File: src/sv/b64c_pkg.sv
`timescale 1ns / 1ps
`default_nettype none

package b64c_pkg;

    typedef enum logic
    {
        MODE_ENC = 1'b0,
        MODE_DEC = 1'b1
    } mode_t;

    localparam logic [7:0] PAD_CHAR   = 8'h3D;
    localparam logic [7:0] CHAR_PLUS  = 8'h2B;
    localparam logic [7:0] CHAR_SLASH = 8'h2F;

    // Up to four result words produced by one input word.
    typedef struct packed
    {
        logic [3:0][7:0] syms;
        logic [2:0]      cnt;
        logic            has_data;
        logic            last;
    } group_t;

    function automatic logic [7:0] sym_of(input logic [5:0] v);
        logic [7:0] w;
        w = 8'(v);
        if (v < 6'd26)
        begin
            return w + 8'h41;
        end
        if (v < 6'd52)
        begin
            return w - 8'd26 + 8'h61;
        end
        if (v < 6'd62)
        begin
            return w - 8'd52 + 8'h30;
        end
        return (v == 6'd62) ? CHAR_PLUS : CHAR_SLASH;
    endfunction

    function automatic logic [5:0] val_of(input logic [7:0] c);
        logic [7:0] r;
        r = 8'd0;
        case (c) inside
            [8'h41:8'h5A]: r = c - 8'h41;
            [8'h61:8'h7A]: r = c - 8'h61 + 8'd26;
            [8'h30:8'h39]: r = c - 8'h30 + 8'd52;
            CHAR_PLUS:     r = 8'd62;
            CHAR_SLASH:    r = 8'd63;
            default:       r = 8'd0;
        endcase
        return r[5:0];
    endfunction

endpackage

`default_nettype wire

File: src/sv/base64_codec.sv
`timescale 1ns / 1ps
`default_nettype none

// Channel   Direction  Payload
// s_axis    in         tdata = in_byte[7:0], tlast = in_last
// m_axis    out        tdata = out_byte[7:0], tuser = has_data, tlast = out_last
// cfg       in         cfg_data = mode (0 encode, 1 decode)
//
// One input word is translated in the cycle it is accepted and its results
// land in the output register on the next edge; a word with one result
// streams at one word per cycle while m_tready is high. A word with k results
// holds off the input while the output register drains them (k is at most 4).
// Reset returns to encode mode with the group state cleared.

module base64_codec
(
    input  wire logic       clk,
    input  wire logic       rst_n,
    input  wire logic       s_tvalid,
    output logic            s_tready,
    input  wire logic [7:0] s_tdata,    // in_byte[7:0]
    input  wire logic       s_tlast,
    output logic            m_tvalid,
    input  wire logic       m_tready,
    output logic [7:0]      m_tdata,    // out_byte[7:0]
    output logic            m_tuser,    // has_data
    output logic            m_tlast,
    input  wire logic       cfg_valid,
    output logic            cfg_ready,
    input  wire logic       cfg_data
);
    import b64c_pkg::*;

    group_t grp;
    logic   in_acc;
    logic   cfg_acc;

    assign cfg_ready = 1'b1;
    assign cfg_acc   = cfg_valid && cfg_ready;
    assign in_acc    = s_tvalid && s_tready;

    b64c_xlate u_xlate
    (
        .clk      (clk),
        .rst_n    (rst_n),
        .cfg_we   (cfg_acc),
        .cfg_mode (cfg_data),
        .in_we    (in_acc),
        .in_byte  (s_tdata),
        .in_last  (s_tlast),
        .grp      (grp)
    );

    b64c_ser u_ser
    (
        .clk      (clk),
        .rst_n    (rst_n),
        .load     (in_acc),
        .grp      (grp),
        .space    (s_tready),
        .m_tvalid (m_tvalid),
        .m_tready (m_tready),
        .m_tdata  (m_tdata),
        .m_tuser  (m_tuser),
        .m_tlast  (m_tlast)
    );

endmodule

`default_nettype wire

File: src/sv/b64c_xlate.sv
`timescale 1ns / 1ps
`default_nettype none

module b64c_xlate
(
    input  wire logic            clk,
    input  wire logic            rst_n,
    input  wire logic            cfg_we,
    input  wire logic            cfg_mode,
    input  wire logic            in_we,
    input  wire logic [7:0]      in_byte,
    input  wire logic            in_last,
    output b64c_pkg::group_t     grp
);
    import b64c_pkg::*;

    mode_t      mode_reg;
    logic [1:0] phase_reg;
    logic [1:0] phase_next;
    logic [5:0] carry_reg;
    logic [5:0] carry_next;
    logic       pad_reg;
    logic       pad_next;
    logic [1:0] ph;
    logic [5:0] v;
    logic [7:0] res;
    logic       have;

    always_ff @(posedge clk or negedge rst_n)
    begin
        if (!rst_n)
        begin
            mode_reg  <= MODE_ENC;
            phase_reg <= 2'd0;
            carry_reg <= 6'd0;
            pad_reg   <= 1'b0;
        end
        else if (cfg_we)
        begin
            mode_reg  <= mode_t'(cfg_mode);
            phase_reg <= 2'd0;
            carry_reg <= 6'd0;
            pad_reg   <= 1'b0;
        end
        else if (in_we)
        begin
            phase_reg <= phase_next;
            carry_reg <= carry_next;
            pad_reg   <= pad_next;
        end
    end

    always_comb
    begin
        grp        = '0;
        phase_next = phase_reg;
        carry_next = carry_reg;
        pad_next   = pad_reg;
        ph         = (phase_reg == 2'd3) ? 2'd0 : phase_reg;
        v          = val_of(in_byte);
        res        = 8'd0;
        have       = 1'b0;
        if (mode_reg == MODE_ENC)
        begin
            grp.has_data = 1'b1;
            grp.last     = in_last;
            case (ph)
                2'd0:
                begin
                    grp.syms[0] = sym_of(in_byte[7:2]);
                    carry_next  = {in_byte[1:0], 4'b0000};
                    phase_next  = 2'd1;
                    grp.cnt     = 3'd1;
                    if (in_last)
                    begin
                        grp.syms[1] = sym_of(carry_next);
                        grp.syms[2] = PAD_CHAR;
                        grp.syms[3] = PAD_CHAR;
                        grp.cnt     = 3'd4;
                    end
                end
                2'd1:
                begin
                    grp.syms[0] = sym_of({carry_reg[5:4], in_byte[7:4]});
                    carry_next  = {in_byte[3:0], 2'b00};
                    phase_next  = 2'd2;
                    grp.cnt     = 3'd1;
                    if (in_last)
                    begin
                        grp.syms[1] = sym_of(carry_next);
                        grp.syms[2] = PAD_CHAR;
                        grp.cnt     = 3'd3;
                    end
                end
                default:
                begin
                    grp.syms[0] = sym_of({carry_reg[5:2], in_byte[7:6]});
                    grp.syms[1] = sym_of(in_byte[5:0]);
                    carry_next  = 6'd0;
                    phase_next  = 2'd0;
                    grp.cnt     = 3'd2;
                end
            endcase
        end
        else
        begin
            if (!pad_reg)
            begin
                if (in_byte == PAD_CHAR)
                begin
                    pad_next   = 1'b1;
                    carry_next = 6'd0;
                end
                else
                begin
                    case (phase_reg)
                        2'd0:
                        begin
                            carry_next = v;
                        end
                        2'd1:
                        begin
                            res        = {carry_reg, v[5:4]};
                            carry_next = {2'b00, v[3:0]};
                            have       = 1'b1;
                        end
                        2'd2:
                        begin
                            res        = {carry_reg[3:0], v[5:2]};
                            carry_next = {4'b0000, v[1:0]};
                            have       = 1'b1;
                        end
                        default:
                        begin
                            res        = {carry_reg[1:0], v};
                            carry_next = 6'd0;
                            have       = 1'b1;
                        end
                    endcase
                    phase_next = phase_reg + 2'd1;
                end
            end
            if (have)
            begin
                grp.syms[0]  = res;
                grp.cnt      = 3'd1;
                grp.has_data = 1'b1;
                grp.last     = in_last;
            end
            else if (in_last)
            begin
                grp.cnt      = 3'd1;
                grp.has_data = 1'b0;
                grp.last     = 1'b1;
            end
        end
        if (in_last)
        begin
            phase_next = 2'd0;
            carry_next = 6'd0;
            pad_next   = 1'b0;
        end
    end

endmodule

`default_nettype wire

File: src/sv/b64c_ser.sv
`timescale 1ns / 1ps
`default_nettype none

module b64c_ser
(
    input  wire logic              clk,
    input  wire logic              rst_n,
    input  wire logic              load,
    input  wire b64c_pkg::group_t  grp,
    output logic                   space,
    output logic                   m_tvalid,
    input  wire logic              m_tready,
    output logic [7:0]             m_tdata,
    output logic                   m_tuser,
    output logic                   m_tlast
);
    import b64c_pkg::*;

    logic [3:0][7:0] syms_reg;
    logic            hd_reg;
    logic            last_reg;
    logic [2:0]      cnt_reg;
    logic [1:0]      pos_reg;
    logic            take;

    assign m_tvalid = (cnt_reg != 3'd0);
    assign take     = m_tvalid && m_tready;
    assign space    = (cnt_reg == 3'd0) || ((cnt_reg == 3'd1) && m_tready);
    assign m_tdata  = syms_reg[pos_reg];
    assign m_tuser  = hd_reg;
    assign m_tlast  = last_reg && (cnt_reg == 3'd1);

    always_ff @(posedge clk or negedge rst_n)
    begin
        if (!rst_n)
        begin
            cnt_reg <= 3'd0;
            pos_reg <= 2'd0;
        end
        else if (load)
        begin
            cnt_reg <= grp.cnt;
            pos_reg <= 2'd0;
        end
        else if (take)
        begin
            cnt_reg <= cnt_reg - 3'd1;
            pos_reg <= pos_reg + 2'd1;
        end
    end

    always_ff @(posedge clk)
    begin
        if (load)
        begin
            syms_reg <= grp.syms;
            hd_reg   <= grp.has_data;
            last_reg <= grp.last;
        end
    end

endmodule

`default_nettype wire

File: config.mk
export PLATFORM = sky130hd
export DESIGN_NAME = base64_codec
export DESIGN_NICKNAME = d
export VERILOG_FILES = /design/src/sv/b64c_pkg.sv /design/src/sv/base64_codec.sv /design/src/sv/b64c_xlate.sv /design/src/sv/b64c_ser.sv
export SDC_FILE = /design/constraint.sdc
export NUM_CORES = 1
export LEC_CHECK = 0
export ABC_AREA = 1
export BUFFER_PORTS_ARGS = -buffer_cell sky130_fd_sc_hd__buf_2
export CAP_MARGIN = 40
export CORE_MARGIN = 1.5
export CORE_UTILIZATION = 69
export DETAILED_ROUTE_END_ITERATION = 6
export HOLD_SLACK_MARGIN = 0.05
export MAX_ROUTING_LAYER = met4
export PLACE_DENSITY = 0.89
export SYNTH_ARGS = -nofsm -noshare
export SYNTH_HDL_FRONTEND = slang
export SYNTH_SLANG_ARGS = --single-unit
File: constraint.sdc
create_clock -name clk -period 3 [get_ports clk]
set_input_delay 0.3 -clock clk [delete_from_list [all_inputs] [get_ports clk]]
set_output_delay 0.3 -clock clk [all_outputs]
set_load 0.05 [all_outputs]
==> results.sh <==
export IMPL_synth_seq_cells=35
export IMPL_fmax_mhz=401
export IMPL_synthTopCellsByArea="nand2_1, ha_1, edfxtp_1, nand3_1, dfrtp_1"
export IMPL_vdd_ir_drop_max_v=0.000279
export IMPL_synth_compound_area_share_pct=18.3
export IMPL_ant_nets=0
export IMPL_clock_tree_root_cell="clkbuf_8"
export IMPL_grt_max_degree=17
export IMPL_num_rows=31
export IMPL_cts_tree="built"
export IMPL_grt_pass1_wl_um=27800
export IMPL_fin_setup_tns_ps=0
export IMPL_synth_xor_area_share_pct=3.80
export IMPL_synth_simple_area_share_pct=36.0
export IMPL_synthMuxAreaShare_pct=0
export IMPL_relSlewSlack_pct=51.4
export IMPL_mostFrequentLayoutCells="nand2_1, inv_1, nand3_1, nor2_1, o21ai_0"
export IMPL_drc=0
export IMPL_io_pins=28
export IMPL_endpoint_kind="register"
export IMPL_status="complete, no violations"
export IMPL_start_util_pct=72.3
export IMPL_syn_inst=841
export IMPL_cts_sinks=35
export IMPL_synth_top_family_by_area="simple AND/OR/NAND/NOR gates"
export IMPL_wire_per_inst_um=17.2
export IMPL_die_w_um=90.6
export IMPL_insertion_delay_ps=300
export IMPL_dieArea_mm2=0.00822
export IMPL_fin_crit_ps=2490
export IMPL_hpwl_um=12700
export IMPL_routabilityCongestion=1.03
export IMPL_synth_top_cell_area_share_pct=16.3
export IMPL_nNetsFinal=927
export IMPL_synthesis_nets=908
export IMPL_cts_clk_slew_worst_paths_ps=70
export IMPL_worstPathArrival_ps=2530
export IMPL_tightest_slew_ps=726
export IMPL_regToRegSetupSlack_ps=540
export IMPL_drt_total_wl_um=16500
export IMPL_dpl_worst_slack_ps=275
export IMPL_area_growth_pct=4.51
export IMPL_fin_crit_sh_pct=83.2
export IMPL_hold_violations=0
export IMPL_coreArea_mm2=0.00733
export IMPL_yosys_area_top_type="nand2_1"
export IMPL_path_cells="buf_2 > clkinv_1 > ha_1 > inv_1 > nand2_1 > nand2_1 > nand3_1 > nand3_1 > nand2_2 > or2_2 > nand3_1 > nand3_1 > nand2_1 > nand2_1"
export IMPL_n_antenna_cell=0
export IMPL_cp_start_kind="primary input"
export IMPL_post_cts_buffers=0
export IMPL_num_vias=6003
export IMPL_yosysSeqAreaShare_pct=18.4
export IMPL_netlist_area_mm2=0.00530
export IMPL_yosysWarnings=0
export IMPL_htreeDepth=2
export IMPL_cp_max_fo=12
export IMPL_grt_overflow_total=0
export IMPL_final_common_cell="nand2_1"
export IMPL_async_reset_ff_share_pct=42.9
export IMPL_clk_path_buf_depth=2
export IMPL_drive_gt1_share_pct=12.2
export IMPL_slowest_stage="clkinv_1"
export IMPL_crit_required_ps=3030
export IMPL_n_fill_cell=591
export IMPL_antenna_found_initial=0
export IMPL_seqCellArea_um2=976
export IMPL_first_iter_violations=670
export IMPL_firstDrtPassIters=5
export IMPL_largest_reg_flops=18
export IMPL_io_buffers=26
export IMPL_cts_resized=0
export IMPL_fin_ws_ps=505
export IMPL_hp_class="primary input to register"
export IMPL_p_leak_uw=0.00273
export IMPL_finalSetupViolCount=0
export IMPL_clock_skew_ps=6.86
export IMPL_rsz0062_at_grt="no"
export IMPL_synth_edf_count=20
export IMPL_max_stage_delay_ps=360
export IMPL_synth_cell_types=50
export IMPL_grt_usage_pct=42.9
export IMPL_cap_violations=0
export IMPL_grt_pass1_vias=5888
export IMPL_synthAdderAreaFrac_pct=12.3
export IMPL_multiInputGateArea_mm2=0.00373
export IMPL_hold_buffers=1
export IMPL_cts_buffers=5
export IMPL_die_y_um=90.6
export IMPL_final_max_slew_violation_count=0
export IMPL_via_per_inst=6.25
export IMPL_avgSynthCellArea_um2=6.30
export IMPL_crit_type="primary input to register"
export IMPL_power_density_mw_per_mm2=526
export IMPL_synth_flop_cell="edfxtp_1"
-- power breakdown --
group | leakage [uW] | internal [uW] | switching [uW]
sequential | 0.000381 | 652 | 88.4
combinational | 0.00230 | 501 | 1330
clock | 0.0000422 | 163 | 177
total | 0.00273 | 1320 | 1600
-- layer usage --
| layer | wire [um] | share of wire [%] | vias to the layer above | global-route usage [%] |
|---|---|---|---|---|
| li1 | - | - | 2818 | - |
| met2 | 7380 | 45 | 429 | 68.4 |
| met5 | 0 | 0 | - | - |
| met3 | 1850 | 11 | 106 | 7.74 |
| met4 | 943 | 5.7 | 0 | 20.6 |
| met1 | 6350 | 38 | 2650 | 52.3 |
-- per-stage QoR --
stage / hold slack [ps] / utilization [%] / cell area [um2] / power (uW) / std cells
global placement: 217 / 74.3 / 5450 / 2470 / 951
CTS: 215 / 75.6 / 5540 / 2860 / 960
finish: 211 / 75.6 / 5540 / 2910 / 960
floorplan: 4.41 / - / 5300 / 2100 / 841
detailed placement: 236 / 74.3 / 5450 / 2520 / 951
global route: 260 / 75.6 / 5540 / 3100 / 960
-- final cells by class --
| class | count | area share [%] |
|---|---|---|
| well taps | 99 | 2.24 |
| repair buffers | 37 | 3.89 |
| clock inverters | 1 | 0.0904 |
| flip-flops and latches | 35 | 17.6 |
| inverters | 106 | 7.41 |
| multi-input cells | 675 | 67.4 |
| clock buffers | 7 | 1.38 |
-- worst paths after layout --
check,start,to,cells after the start
hold / removal,cfg_data,u_xlate.mode_reg,3
max in group asynchronous,rst_n,u_ser.pos_reg[0],2
hold reg to reg,u_ser.cnt_reg[2],u_ser.cnt_reg[2],2
setup reg to reg,u_xlate.carry_reg[4],u_ser.syms_reg[4],11
setup / recovery,s_tdata[0],u_ser.syms_reg[0],14
min in group asynchronous,rst_n,u_xlate.pad_reg,2
-- Yosys cell counts, types with 2 or more instances --
library cell and count:
a21oi_1 55, a22oi_1 3, a31oi_1 5, buf_4 7, buf_6 8, clkbuf_1 9, clkinv_1 3, dfrtp_1 15
edfxtp_1 20, ha_1 52, inv_1 82, inv_2 17, inv_4 3, nand2_1 230, nand2_2 16, nand3_1 82
nand3_2 2, nand4_1 9, nor2_1 64, nor2_2 3, nor2_4 5, nor3_1 9, nor3_2 2, o211ai_1 10
o21ai_0 60, o21ai_1 6, o21ai_2 4, o21ai_4 3, o221ai_1 3, o22ai_1 7, or2_1 2, or2_2 6
xnor2_1 6, xor2_1 17
-- critical path: cells and delay by family --
family	cells	cell delay (ps)
fa+ha+maj	1	360
buf+inv	3	710
simple gates	10	1160
-- logic make-up after synthesis --
logic type / count (synthesis)
other: 1
AOI/OAI and AO/OA: 166
buffers and inverters: 131
and+or+nand+nor: 433
xor gates and xnor gates: 23
adders and majority gates: 52
DFF: 35
(Power assumes the default switching activity.)
